`src/hw/rtl/assert_macros.svh`:
```
// Assertion macros for the RTL files; the top level includes them.
`ifndef ASSERT_MACROS_SVH
`define ASSERT_MACROS_SVH

// Same-cycle implication, disabled during reset.
`define ASSERT_SAME(label, ante, cons) \
    label: assert property (@(posedge clk) disable iff (!rst_n) (ante) |-> (cons)) \
        else $error("assertion failed");

// Next-cycle implication, disabled during reset.
`define ASSERT_NEXT(label, ante, cons) \
    label: assert property (@(posedge clk) disable iff (!rst_n) (ante) |=> (cons)) \
        else $error("assertion failed");

`endif

```
`src/hw/rtl/i2crf_pkg.sv`:
```
// Shared constants and types for the I2C register file target.
package i2crf_pkg;

    localparam int REG_COUNT = 32;
    localparam int RF_AW     = (REG_COUNT > 1) ? $clog2(REG_COUNT) : 1;
    localparam int CMD_W     = 3;
    localparam int BYTE_W    = 8;
    localparam int TAW       = BYTE_W + 1;

    localparam logic [BYTE_W-1:0] FILL_BYTE = 8'h55;

    localparam logic [CMD_W-1:0] EV_WR_MATCH = 3'd0;
    localparam logic [CMD_W-1:0] EV_RX_BYTE  = 3'd1;
    localparam logic [CMD_W-1:0] EV_RD_MATCH = 3'd2;
    localparam logic [CMD_W-1:0] EV_TX_ACKED = 3'd3;
    localparam logic [CMD_W-1:0] EV_END      = 3'd4;

    typedef struct packed {
        logic capture;
        logic execute;
    } dp_ctrl_t;

endpackage

```
`src/hw/rtl/i2crf_ctrl.sv`:
```
// Controller: sequences capture, execute and result transfer for one item.
module i2crf_ctrl
    import i2crf_pkg::*;
(
    input  logic     clk,
    input  logic     rst_n,
    input  logic     s_tvalid,
    output logic     s_tready,
    output logic     m_tvalid,
    input  logic     m_tready,
    output dp_ctrl_t dp_ctrl
);

    typedef enum logic [1:0] {
        ST_IDLE,
        ST_EXEC,
        ST_OUT
    } state_t;

    state_t state_reg;
    logic   s_tready_reg;
    logic   m_tvalid_reg;

    always_ff @(posedge clk or negedge rst_n)
    begin
        if (!rst_n)
        begin
            state_reg    <= ST_IDLE;
            s_tready_reg <= 1'b1;
            m_tvalid_reg <= 1'b0;
        end
        else
        begin
            unique case (state_reg)
                ST_IDLE:
                begin
                    if (s_tvalid)
                    begin
                        state_reg    <= ST_EXEC;
                        s_tready_reg <= 1'b0;
                    end
                end
                ST_EXEC:
                begin
                    state_reg    <= ST_OUT;
                    m_tvalid_reg <= 1'b1;
                end
                ST_OUT:
                begin
                    if (m_tready)
                    begin
                        state_reg    <= ST_IDLE;
                        m_tvalid_reg <= 1'b0;
                        s_tready_reg <= 1'b1;
                    end
                end
                default:
                begin
                    state_reg    <= ST_IDLE;
                    s_tready_reg <= 1'b1;
                    m_tvalid_reg <= 1'b0;
                end
            endcase
        end
    end

    assign s_tready        = s_tready_reg;
    assign m_tvalid        = m_tvalid_reg;
    assign dp_ctrl.capture = s_tvalid && s_tready_reg;
    assign dp_ctrl.execute = (state_reg == ST_EXEC);

endmodule

```
`src/hw/rtl/i2crf_datapath.sv`:
```
// Datapath: pointer, byte index, register file and result register.
module i2crf_datapath
    import i2crf_pkg::*;
(
    input  logic              clk,
    input  logic              rst_n,
    input  dp_ctrl_t          dp_ctrl,
    input  logic [CMD_W-1:0]  cmd,
    input  logic [BYTE_W-1:0] rx_byte,
    output logic [BYTE_W-1:0] tx_byte,
    output logic              tx_valid
);

    logic [CMD_W-1:0]  cmd_reg;
    logic [BYTE_W-1:0] rx_reg;
    logic [BYTE_W-1:0] ptr_reg;
    logic [BYTE_W-1:0] idx_reg;
    logic [BYTE_W-1:0] rf_reg [REG_COUNT];
    logic [BYTE_W-1:0] tx_byte_reg;
    logic              tx_valid_reg;

    logic [BYTE_W-1:0] idx_inc;
    logic [TAW-1:0]    wr_addr;
    logic [TAW-1:0]    rd_addr;
    logic              wr_hit;
    logic              rd_hit;
    logic [BYTE_W-1:0] rd_data;

    assign idx_inc = idx_reg + 8'd1;
    assign wr_addr = {1'b0, ptr_reg} + {1'b0, idx_reg} - 9'd1;
    assign rd_addr = (cmd_reg == EV_RD_MATCH) ? {1'b0, ptr_reg}
                                              : {1'b0, ptr_reg} + {1'b0, idx_inc};
    assign wr_hit  = (wr_addr < TAW'(REG_COUNT));
    assign rd_hit  = (rd_addr < TAW'(REG_COUNT));
    assign rd_data = rd_hit ? rf_reg[rd_addr[RF_AW-1:0]] : FILL_BYTE;

    always_ff @(posedge clk)
    begin
        if (dp_ctrl.capture)
        begin
            cmd_reg <= cmd;
            rx_reg  <= rx_byte;
        end
    end

    always_ff @(posedge clk or negedge rst_n)
    begin
        if (!rst_n)
        begin
            ptr_reg <= '0;
            idx_reg <= '0;
            for (int i = 0; i < REG_COUNT; i++)
            begin
                rf_reg[i] <= '0;
            end
        end
        else if (dp_ctrl.execute)
        begin
            case (cmd_reg)
                EV_RX_BYTE:
                begin
                    if (idx_reg == '0)
                    begin
                        ptr_reg <= rx_reg;
                    end
                    else if (wr_hit)
                    begin
                        rf_reg[wr_addr[RF_AW-1:0]] <= rx_reg;
                    end
                    idx_reg <= idx_inc;
                end
                EV_RD_MATCH, EV_END:
                begin
                    idx_reg <= '0;
                end
                EV_TX_ACKED:
                begin
                    idx_reg <= idx_inc;
                end
                default:
                begin
                end
            endcase
        end
    end

    always_ff @(posedge clk)
    begin
        if (dp_ctrl.execute)
        begin
            case (cmd_reg)
                EV_RD_MATCH, EV_TX_ACKED:
                begin
                    tx_byte_reg  <= rd_data;
                    tx_valid_reg <= 1'b1;
                end
                default:
                begin
                    tx_byte_reg  <= '0;
                    tx_valid_reg <= 1'b0;
                end
            endcase
        end
    end

    assign tx_byte  = tx_byte_reg;
    assign tx_valid = tx_valid_reg;

endmodule

```
`src/hw/rtl/i2c_register_file_target_top.sv`:
```
// The result is valid once the controller has passed through its execute
// and output states after the input transfer; the controller's capture,
// execute and output sequence keeps one item in flight at a time.
// Reset (async, active low) clears pointer, byte index and all register file entries.
`include "assert_macros.svh"
// Top level of the I2C register file target.
module i2c_register_file_target_top
    import i2crf_pkg::*;
(
    input  logic        clk,
    input  logic        rst_n,
    input  logic        s_tvalid,
    output logic        s_tready,
    input  logic [15:0] s_tdata,   // [2:0] cmd, [10:3] rx_byte, [15:11] zero
    output logic        m_tvalid,
    input  logic        m_tready,
    output logic [7:0]  m_tdata,   // [7:0] tx_byte
    output logic [0:0]  m_tuser    // [0] tx_valid
);

    dp_ctrl_t dp_ctrl;

    i2crf_ctrl u_ctrl (
        .clk      (clk),
        .rst_n    (rst_n),
        .s_tvalid (s_tvalid),
        .s_tready (s_tready),
        .m_tvalid (m_tvalid),
        .m_tready (m_tready),
        .dp_ctrl  (dp_ctrl)
    );

    i2crf_datapath u_dp (
        .clk      (clk),
        .rst_n    (rst_n),
        .dp_ctrl  (dp_ctrl),
        .cmd      (s_tdata[2:0]),
        .rx_byte  (s_tdata[10:3]),
        .tx_byte  (m_tdata),
        .tx_valid (m_tuser[0])
    );

    `ASSERT_SAME(a_one_in_flight, m_tvalid, !s_tready)
    `ASSERT_NEXT(a_exec_after_accept, s_tvalid && s_tready, !s_tready && !m_tvalid)
    `ASSERT_SAME(a_result_two_later, s_tvalid && s_tready, ##2 m_tvalid)
    `ASSERT_SAME(a_read_gives_byte, s_tvalid && s_tready && s_tdata[2:0] == EV_RD_MATCH,
                 ##2 m_tuser[0])
    `ASSERT_SAME(a_no_byte_zero, m_tvalid && !m_tuser[0], m_tdata == 8'h00)

endmodule
```
`config.mk`:
```
export PLATFORM = sky130hd
export DESIGN_NAME = i2c_register_file_target_top
export DESIGN_NICKNAME = d
export VERILOG_FILES = /design/src/hw/rtl/i2crf_pkg.sv /design/src/hw/rtl/i2crf_ctrl.sv /design/src/hw/rtl/i2crf_datapath.sv /design/src/hw/rtl/i2c_register_file_target_top.sv
export VERILOG_INCLUDE_DIRS = /design/src /design/src/hw/rtl
export SDC_FILE = /design/constraint.sdc
export NUM_CORES = 1
export LEC_CHECK = 0
export BUFFER_PORTS_ARGS = -buffer_cell sky130_fd_sc_hd__buf_2
export CAP_MARGIN = 10
export CORE_MARGIN = 2
export CORE_UTILIZATION = 55
export CTS_CLUSTER_DIAMETER = 120
export DETAILED_ROUTE_END_ITERATION = 7
export GPL_ROUTABILITY_DRIVEN = 0
export PLACE_DENSITY = 0.82
export REMOVE_ABC_BUFFERS = 1
export SETUP_SLACK_MARGIN = 0.02
export SLEW_MARGIN = 5
export SYNTH_ARGS = -nofsm -noshare
export SYNTH_HDL_FRONTEND = slang
export SYNTH_SLANG_ARGS = --single-unit
```
`constraint.sdc`:
```
create_clock -name clk -period 7.17 [get_ports clk]
set_input_delay 0 -clock clk [delete_from_list [all_inputs] [get_ports clk]]
set_output_delay 0 -clock clk [all_outputs]
set_load 0.05 [all_outputs]
```
### Word-level counts from Yosys, hierarchy flattened

Index checks and enable logic that the tools add are counted.

| storage, ports and cells | value |
|---|---|
| register bits | 296 |
| input bits | 20 |
| output and inout bits | 11 |
| word-level logic and storage cells | 97 |

| cells by class | value |
|---|---|
| $add $sub $neg | 4 |
| order comparisons | 5 |
| equal/unequal tests | 8 |
| multiplexer cells | 18 |
| bitwise operators | 5 |
| reduce and logical (&&, ||, !) cells | 15 |

Operators with widths:

| kind | count |
|---|---|
| $bwmux 256 | 1 |
| $bmux 8 s5 | 1 |
| $demux 8 s5 | 1 |
| $mux 8 | 3 |
| $add 8x8->9 | 2 |
| $lt 9x6->1 const B | 2 |
| $pmux 8 s2 | 1 |
| $ge 6x6->1 const B | 2 |
| $not 5->6 | 2 |
| $mux 9 | 1 |
| $sub 9x1->9 const B | 1 |
| $add 8x1->8 const B | 1 |
| $logic_not 8->1 | 1 |
| $reduce_and 2->1 | 4 |
| $mux 7 | 1 |
| $eq 3x2->1 const B | 2 |
| $lt 6x1->1 const B | 1 |
| $pmux 1 s3 | 2 |
| $pmux 2 s3 | 1 |
| $reduce_and 3->1 | 2 |
| $reduce_or 2->1 | 3 |
| $mux 1 | 4 |
| $mux 2 | 2 |
| $ne 2x2->1 const B | 2 |
| 9 further kinds | 12 |

### Depth between registers and ports, before layout

Gate-level depths: netlist (run 1).

| depth | value |
|---|---|
| depth after elaboration | 8 |
| mapped depth | 16 |
| mapped depth without buffers | 13 |

### By module

A second synthesis (run 1) with hierarchy kept.

| unflattened totals | value |
|---|---|
| cell total of the unflattened synthesis | 1203 |
| area, all modules | 14435.1 um2 |

Modules (own cells, without submodules):

| module | instances | cells an instance | area each (um2) | sequential area each (um2) |
|---|---|---|---|---|
| i2crf_datapath | 1 | 1188 | 14271.2 | 7407.1 |
| i2crf_ctrl | 1 | 15 | 163.9 | 101.3 |

### Worst setup path after synthesis (run 1)

OpenSTA, ideal clock, no wires.

| timing path | value |
|---|---|
| path kind | flip-flop to flip-flop |
| from | register u_dp.ptr_reg[1] |
| to | register u_dp.rf_reg[0] (netlist name) |
| library setup time | 0.125 ns |
| data arrival time | 3.937 ns |
| data required time | 7.045 ns |
| slack | 3.107 ns |
| cell stages (with the launch flop) | 17 |
| buffers on the path | 4 |
| clock period less this slack | 4.063 ns |
| path through | dfrtp_1 -> clkbuf_1 -> clkbuf_1 -> inv_1 -> ha_1 -> inv_1 -> ha_1 -> fa_1 -> a21o_1 -> a21oi_1 -> nor4bb_1 -> a31oi_1 -> o21ai_2 -> buf_6 -> or4_4 -> buf_6 -> mux2_4 |

| on the way | value |
|---|---|
| word-level cells in the longest chain between the ends | 8 |
| elaborated cells between the ends (all ways) | 11 |
| classes of those cells | add/sub: 2; order compare: 3; mux: 3; bitwise: 1; reduce/logical: 2 |

RTL lines:

| element | line | RTL |
|---|---|---|
| start, declared | i2crf_datapath.sv:16 | `logic [BYTE_W-1:0] ptr_reg;` |
| start signal, assigned | i2crf_datapath.sv:64 | `ptr_reg <= rx_reg;` |
| $add 8x8->9 * | i2crf_datapath.sv:30 | `assign wr_addr = {1'b0, ptr_reg} + {1'b0, idx_reg} - 9'd1;` |
| $sub 9x1->9 * | i2crf_datapath.sv:30 |  |
| $not 5->6 (implied by the code) | i2crf_datapath.sv:68 | `rf_reg[wr_addr[RF_AW-1:0]] <= rx_reg;` |
| $ge 6x6->1 (implied by the code) / $lt 6x1->1 (equally long branches) | i2crf_datapath.sv:68 |  |
| $logic_and 1x1->1 (implied by the code) | i2crf_datapath.sv:68 |  |
| $mux 8 (implied by the code) | i2crf_datapath.sv:68 |  |
| $demux 8 s5 | i2crf_datapath.sv:68 |  |
| $bwmux 256 | i2crf_datapath.sv:68 |  |
| end signal, assigned by index | i2crf_datapath.sv:68 |  |
| end, declared | i2crf_datapath.sv:18 | `logic [BYTE_W-1:0] rf_reg [REG_COUNT];` |

Mark *: on every way between the ends. The rest lies on a longest branch, timed or not.
A chain may end at the register's enable or synchronous reset.

### Worst setup path in the final report (run 1)

| timing path | value |
|---|---|
| from | register u_dp.idx_reg[0] |
| to | register u_dp.tx_byte_reg[6], in the netlist u_dp.tx_byte[6], data pin |

| on the way | value |
|---|---|
| word-level cells in the longest chain between the ends | 8 |
| elaborated cells between the ends (all ways) | 9 |
| classes of those cells | add/sub: 2; order compare: 1; mux: 5; bitwise: 1 |

RTL lines:

| element | line | RTL |
|---|---|---|
| start, declared | i2crf_datapath.sv:17 | `logic [BYTE_W-1:0] idx_reg;` |
| start signal, assigned | i2crf_datapath.sv:70 | `idx_reg <= idx_inc;` |
| start signal, assigned | i2crf_datapath.sv:78 | `idx_reg <= idx_inc;` |
| $add 8x1->8 * | i2crf_datapath.sv:29 | `assign idx_inc = idx_reg + 8'd1;` |
| $add 8x8->9 * | i2crf_datapath.sv:32 | `: {1'b0, ptr_reg} + {1'b0, idx_inc};` |
| $mux 9 * | i2crf_datapath.sv:31 | `assign rd_addr = (cmd_reg == EV_RD_MATCH) ? {1'b0, ptr_reg}` |
| $not 5->6 (implied by the code) | i2crf_datapath.sv:35 | `assign rd_data = rd_hit ? rf_reg[rd_addr[RF_AW-1:0]] : FILL_BYTE;` |
| $bmux 8 s5 | i2crf_datapath.sv:35 |  |
| $mux 8 (implied by the code) (2 in a row) | i2crf_datapath.sv:35 |  |
| $mux 7 * | i2crf_datapath.sv:35 |  |
| end signal, assigned | i2crf_datapath.sv:94 | `tx_byte_reg <= rd_data;` |
| end, declared | i2crf_datapath.sv:19 | `logic [BYTE_W-1:0] tx_byte_reg;` |

Mark *: on every way between the ends. The rest lies on a longest branch, timed or not. The select of a mux whose other input is x is not followed.

==> flow_summary.json, run 1 <==
{
  "post-route-drc-count": 0,
  "cts_sinks": 296,
  "diodes": 0,
  "post_synth_num_cell_types": 68,
  "intPower_uw": 3720,
  "yosys.area.top_type": "dfrtp_1",
  "finalSetupTns_ps": 0,
  "dp.cells": 1605,
  "postCtsSetupRepairBufs": 0,
  "switching_share_pct": 43.7,
  "finalPower_uw": 6600,
  "vdd_drop_max_mv": 0.346,
  "synth_area_leaders": "dfrtp_1 44%, mux2_2 18%, mux4_2 5.8%",
  "cp_cell_sequence": "inv_1, ha_1, fa_1, inv_1, o21ai_4, buf_4, mux2i_1, mux2i_1, mux4_2, nor3_1, nor4_1",
  "antenna_found_initial": 0,
  "ant_nets": 0,
  "cts_hold_buffers": 14,
  "insertion_delay_ps": 560,
  "cp.arrival_ps": 5160,
  "firstDrtPassIters": 7,
  "overflow": 0,
  "power.density_mw_per_mm2": 384,
  "r2r-start": "u_dp.idx_reg[0]",
  "synth_edf_count": 20,
  "netlist_area_sq_mm": 0.0156,
  "crit_path_start": "u_dp.idx_reg[0]",
  "slew_violations": 0,
  "totalWireLength_mm": 37.3,
  "io_buffers": 25,
  "pwr-share-seq_pct": 28.3,
  "rsz0062_at_grt": "false",
  "syn_avg_cell_area_sq_um": 12.3,
  "synth-async-reset-ratio_pct": 93.2,
  "start_util_pct": 56.1,
  "power.share.clock_pct": 23.7,
  "power_frac_comb_pct": 48.0,
  "slowest_stage": "o21ai_4",
  "yosys_warnings": 0,
  "design.core.area_sq_mm": 0.0279,
  "cts_resized": 0,
  "final_cells": 1675,
  "netSwitchingPower_uw": 2880,
  "die_x_um": 173,
  "critPathRequiredTime_ps": 7450,
  "p_leak_uw": 0.00805,
  "grt_pass1_wl_mm": 59.9,
  "finalCritPeriodShare_pct": 68.0,
  "area_growth_pct": 9.92,
  "htree_levels": 1,
  "die_area_sq_mm": 0.0298,
  "via_count": 10636,
  "finalHoldViolations": 0,
  "dieHeight_um": 173,
  "hold_slack_ps": 147,
  "yosysMostFrequentCell": "dfrtp_1",
  "largest_reg_flops": 256,
  "numCtsBuffers": 30,
  "clk_path_buf_depth": 3,
  "ys_ff_latch": 296,
  "drive_gt1_share_pct": 34.2,
  "clock.fmax_ghz": 0.205,
  "ys_seq_area_share_pct": 48.0,
  "via_per_inst": 6.35,
  "postSynthCellCount": 1273,
  "dpl.hpwl_mm": 24.1,
  "skew_ps": 11.0,
  "wl_per_cell_um": 22.2,
  "slowest_delay_ps": 930,
  "cp_max_fo": 30,
  "synth.top_cells.by_count": "275 x dfrtp_1, 252 x mux2_2, 144 x nand2_1, 60 x clkbuf_1, 60 x mux2i_1",
  "critPathCaptureType": "flip-flop",
  "rr_worst_depth": 11,
  "drv_cap": 0,
  "setup_ws_ps": 2290,
  "pre_cts_ws_ps": 2380,
  "startpoint_type": "flip-flop",
  "r2r_setup_slack_ps": 2290,
  "r2r_end": "u_dp.tx_byte[6]",
  "crit_end": "u_dp.tx_byte[6]",
  "grt_use_total_pct": 25.2,
  "final_nets": 1320,
  "maxSlewHeadroom_pct": 11.7,
  "synth_top_cell_area_share_pct": 44.0,
  "grt_pass1_vias": 11057,
  "drt_iter0_markers": 958,
  "synth-main-ff-cell": "dfrtp_1",
  "tritoncts": "built",
  "grt_max_degree": 140,
  "critical_path_class": "flip-flop to flip-flop",
  "hold_class": "primary input to flip-flop",
  "status": "completed",
  "finalSetupViolations": 0,
  "fin_crit_ps": 4880,
  "rows": 61,
  "ios": 31,
  "clkTransAtPathRegs_ps": 70,
  "root_buffer": "clkbuf_16",
  "worst_pin_slew_ps": 1320
}
-- worst max-delay path, delay by kind of cell, from the launching register on --
family                     cells  cell delay [ps]
and+or+nand+nor                2              300
buffers and inverters          3              810
DFF                            1              410
muxes                          3              990
adders and majority gates      2             1150
AOI/OAI and AO/OA              1              930
-- stage by stage --
stage | instance area (sq um) | utilization [%]
after floorplan | 15200 | -
after global placement | 16000 | 57.6
after detailed placement | 16000 | 57.6
after CTS | 17200 | 61.7
after global routing | 17200 | 61.7
final | 17200 | 61.7
-- per-layer routing --
layer	part of all wire (%)	wire length (um)	up-vias	GRT usage [%]
met1	41	15400	5416	32.9
met5	0	0	-	0
met3	6.7	2500	121	4.29
met4	4.7	1750	0	11.9
met2	47	17600	435	41.3
li1	-	-	4664	-
-- worst min-delay path by stage --
stage | from | end | slack (ps) | depth (start not counted)
global placement | s_tdata[10] | u_dp.rx_reg[7] | 180 | 1
floorplan | rst_n | u_ctrl.m_tvalid | -300 | 0
CTS | s_tdata[10] | u_dp.rx_reg[7] | 130 | 2
finish | s_tdata[2] | u_dp.cmd_reg[2] | 150 | 2
global route | s_tdata[4] | u_dp.rx_reg[1] | 140 | 2
detailed placement | s_tdata[0] | u_dp.cmd_reg[0] | 180 | 1
-- final cells by class --
cell class | instances | area [sq um]
Clock buffer | 48 | 960
Clock inverter | 8 | 43.8
Fill cell | 2068 | 10700
Inverter | 41 | 154
Multi-Input combinational cell | 845 | 7610
Sequential cell | 296 | 7510
Tap cell | 378 | 473
Timing Repair Buffer | 59 | 438
-- power by group through the flow --
| stage | Sequential [uW] | Combinational (uW) | Clock [uW] |
|---|---|---|---|
| finish | 1870 | 3160 | 1570 |
| CTS | 1860 | 3110 | 1580 |
| global placement | 1890 | 3030 | 0 |
| floorplan | 1960 | 2150 | 0 |
| global route | 1870 | 3360 | 1640 |
| detailed placement | 1890 | 3080 | 0 |
-- cell usage in the layout (no fill, tap or decap), drive strengths merged, types with 9 or more instances in the layout --
| master | n |
|---|---|
| mux2i | 60 |
| clkbuf | 48 |
| ha | 25 |
| o21ai | 22 |
| edfxtp | 20 |
| nand4 | 10 |
| clkinv | 9 |
| or2 | 10 |
| dfrtp | 275 |
| dlygate4sd3 | 14 |
| o211ai | 24 |
| nand3 | 38 |
| nor4 | 16 |
| or4 | 11 |
| nor2 | 28 |
| nand2 | 144 |
| mux4 | 40 |
| nor3 | 14 |
| inv | 40 |
| mux2 | 268 |
| and3 | 18 |
| a21oi | 19 |
| buf | 45 |
-- cells by family (layout without fill, tap and decap cells) --
family	count (synthesis)	in the layout	share of synthesized area, %
compound gates	124	124	5.79
xor+xnor	11	11	0.616
fa+ha+maj	27	27	2.26
buf+inv	132	156	3.56
flops	296	296	48.0
mux	368	368	29.3
simple gates	315	315	10.5
No activity file was read; power rests on OpenSTA's default activity.
==> run 2: changes to the inputs <==
ABC_AREA = 1   (was unset)
clock period = 5.1 ns   (was 7.17 ns; I/O delays follow)
==> flow_summary.json, run 2 <==
{
  "final_cell_area_sq_mm": 0.0177,
  "dpl.hpwl_mm": 25.9,
  "clk_path_buf_depth": 3,
  "via_count": 15072,
  "grt_pass1_vias": 14366,
  "synth-async-reset-ratio_pct": 93.2,
  "drive_gt1_share_pct": 8.37,
  "synth-main-ff-cell": "dfrtp_1",
  "io_buffers": 25,
  "die_area_sq_mm": 0.0313,
  "post-route-drc-count": 0,
  "startpoint_type": "flip-flop",
  "r2r_setup_slack_ps": 1450,
  "grt_use_total_pct": 29.6,
  "grt_pass1_wl_mm": 74.6,
  "r2r-start": "u_dp.ptr_reg[1]",
  "wl_per_cell_um": 18.4,
  "mostFrequentLayoutCells": "692 x nand2_1, 275 x dfrtp_1, 262 x nand4_1, 165 x nand3_1, 160 x inv_1",
  "diodes": 0,
  "postSynthCellCount": 2122,
  "r2r_end": "u_dp.rf_reg[208]",
  "area_growth_pct": 8.04,
  "ios": 31,
  "hold_class": "primary input to async pin",
  "start_util_pct": 55.7,
  "rr_worst_depth": 10,
  "worst_pin_slew_ps": 1070,
  "critical_path_class": "flip-flop to flip-flop",
  "cp_max_fo": 18,
  "cp.arrival_ps": 4100,
  "skew_ps": 9.01,
  "dieHeight_um": 177,
  "rows": 63,
  "rsz0062_at_grt": "false",
  "clock.fmax_ghz": 0.274,
  "htree_levels": 1,
  "critPathRequiredTime_ps": 5550,
  "maxSlewHeadroom_pct": 28.1,
  "tritoncts": "built",
  "cts_sinks": 296,
  "finalCritPeriodShare_pct": 71.5,
  "place_area_sq_mm": 0.0166,
  "synth_top_cell_area_share_pct": 41.9,
  "ys_seq_area_share_pct": 45.7,
  "largest_reg_flops": 256,
  "via_per_inst": 6.07,
  "root_buffer": "clkbuf_16",
  "insertion_delay_ps": 570,
  "drv_cap": 0,
  "post_synth_num_cell_types": 39,
  "cts_resized": 0,
  "finalSetupViolations": 0,
  "yosys.area.top_type": "dfrtp_1",
  "synth_area_leaders": "dfrtp_1 42%, nand2_1 16%, nand4_1 10%",
  "critPathCaptureType": "flip-flop",
  "status": "completed",
  "overflow": 0,
  "synth.top_cells.by_count": "694 x nand2_1, 275 x dfrtp_1, 262 x nand4_1, 165 x nand3_1, 160 x inv_1",
  "antenna_found_initial": 0,
  "die_x_um": 177,
  "num-fill-cells": 2519,
  "drt_iter0_markers": 2045,
  "numCtsBuffers": 31,
  "final_common_cell": "nand2_1",
  "slew_violations": 0,
  "ys_ff_latch": 296,
  "firstDrtPassIters": 5,
  "finalHoldViolations": 0,
  "yosysMostFrequentCell": "nand2_1",
  "clkTransAtPathRegs_ps": 60,
  "design.core.area_sq_mm": 0.0295,
  "totalWireLength_mm": 45.7,
  "fin_crit_ps": 3650,
  "yosys_warnings": 0,
  "synth_edf_count": 20,
  "final_nets": 2113,
  "grt_max_degree": 155,
  "ant_nets": 0,
  "syn_avg_cell_area_sq_um": 7.74,
  "netlist_area_sq_mm": 0.0164
}
-- run 2: cell types whose count changed after synthesis, sizes merged, moves of 17 or more --
cell	delta
o21ai	+55
nand4	+252
buf	+38
mux2i	-60
nand2	+551
nand3b	+17
and3	-18
inv	+135
nand3	+157
mux4	-40
nor2	+122
clkbuf	+39
mux2	-268
-- run 2: cells by family (layout without fill, tap and decap cells) --
family	after synthesis	in the layout	synth area share [%]
AO/OA/AOI/OAI	120	120	3.98
XOR/XNOR	12	12	0.640
adder cells (fa/ha/maj)	27	27	2.15
buffers and inverters	343	312	9.04
flip-flops	296	296	45.7
AND/OR/NAND/NOR	1324	1324	38.5
-- run 2: per-layer routing --
layer,wire length (um),vias up,global-route usage (%)
met5,0,-,0
met4,2070,0,13.3
met3,5100,152,5.18
met2,20700,903,46.0
met1,17800,7090,40.8
li1,-,6927,-
-- run 2: repair_timing --
item,CTS,global route
endpoints found under the hold margin,147,0
hold buffers,14,0
setup buffers,0,0
-- run 2: worst max-delay path by stage --
stage | cells after the start | start | end | slack (ps)
after global routing | 15 | u_dp.ptr_reg[1] | u_dp.rf_reg[5] | 1220
after detailed placement | 15 | u_dp.ptr_reg[1] | u_dp.rf_reg[160] | 1510
after global placement | 11 | u_dp.ptr_reg[1] | u_dp.rf_reg[194] | 1530
after floorplan | 14 | u_dp.ptr_reg[1] | u_dp.rf_reg[208] | -1670
final | 10 | u_dp.ptr_reg[1] | u_dp.rf_reg[208] | 1450
after CTS | 10 | u_dp.ptr_reg[1] | u_dp.rf_reg[211] | 1480
-- run 2: stage by stage --
step           setup WS, ps  cells  TNS (ps)  hold slack, ps  util [%]
2_1_floorplan         -1670   1954   -299890            -296         -
3_3_place_gp           1530   2409         0             168      56.4
3_5_place_dp           1510   2409         0             178      56.4
4_1_cts                1480   2481         0             128      60.2
5_1_grt                1220   2481         0             144      60.2
6_report               1450   2481         0             138      60.2
-- run 2: final cells by class --
class | instances | area (sq um) | area share, %
Clock buffer | 45 | 848 | 4.78
Clock inverter | 13 | 123 | 0.691
Sequential cell | 296 | 7510 | 42.3
Timing Repair Buffer | 79 | 651 | 3.67
Tap cell | 390 | 488 | 2.75
Multi-Input combinational cell | 1483 | 7470 | 42.1
Inverter | 175 | 657 | 3.70
-- run 2: worst max-delay path, stage by stage, from the launching register on --
cell     delay, ps
dfrtp_1        470
inv_1          150
ha_1           290
inv_1           40
ha_1           220
fa_1           720
inv_1          230
nor2_2         700
nand3_1        480
nand2_1        190
nand2_1         60
Power of run 2 is not shown: default switching activity piles up to over one toggle a cycle in this logic, so the estimate is an artifact.
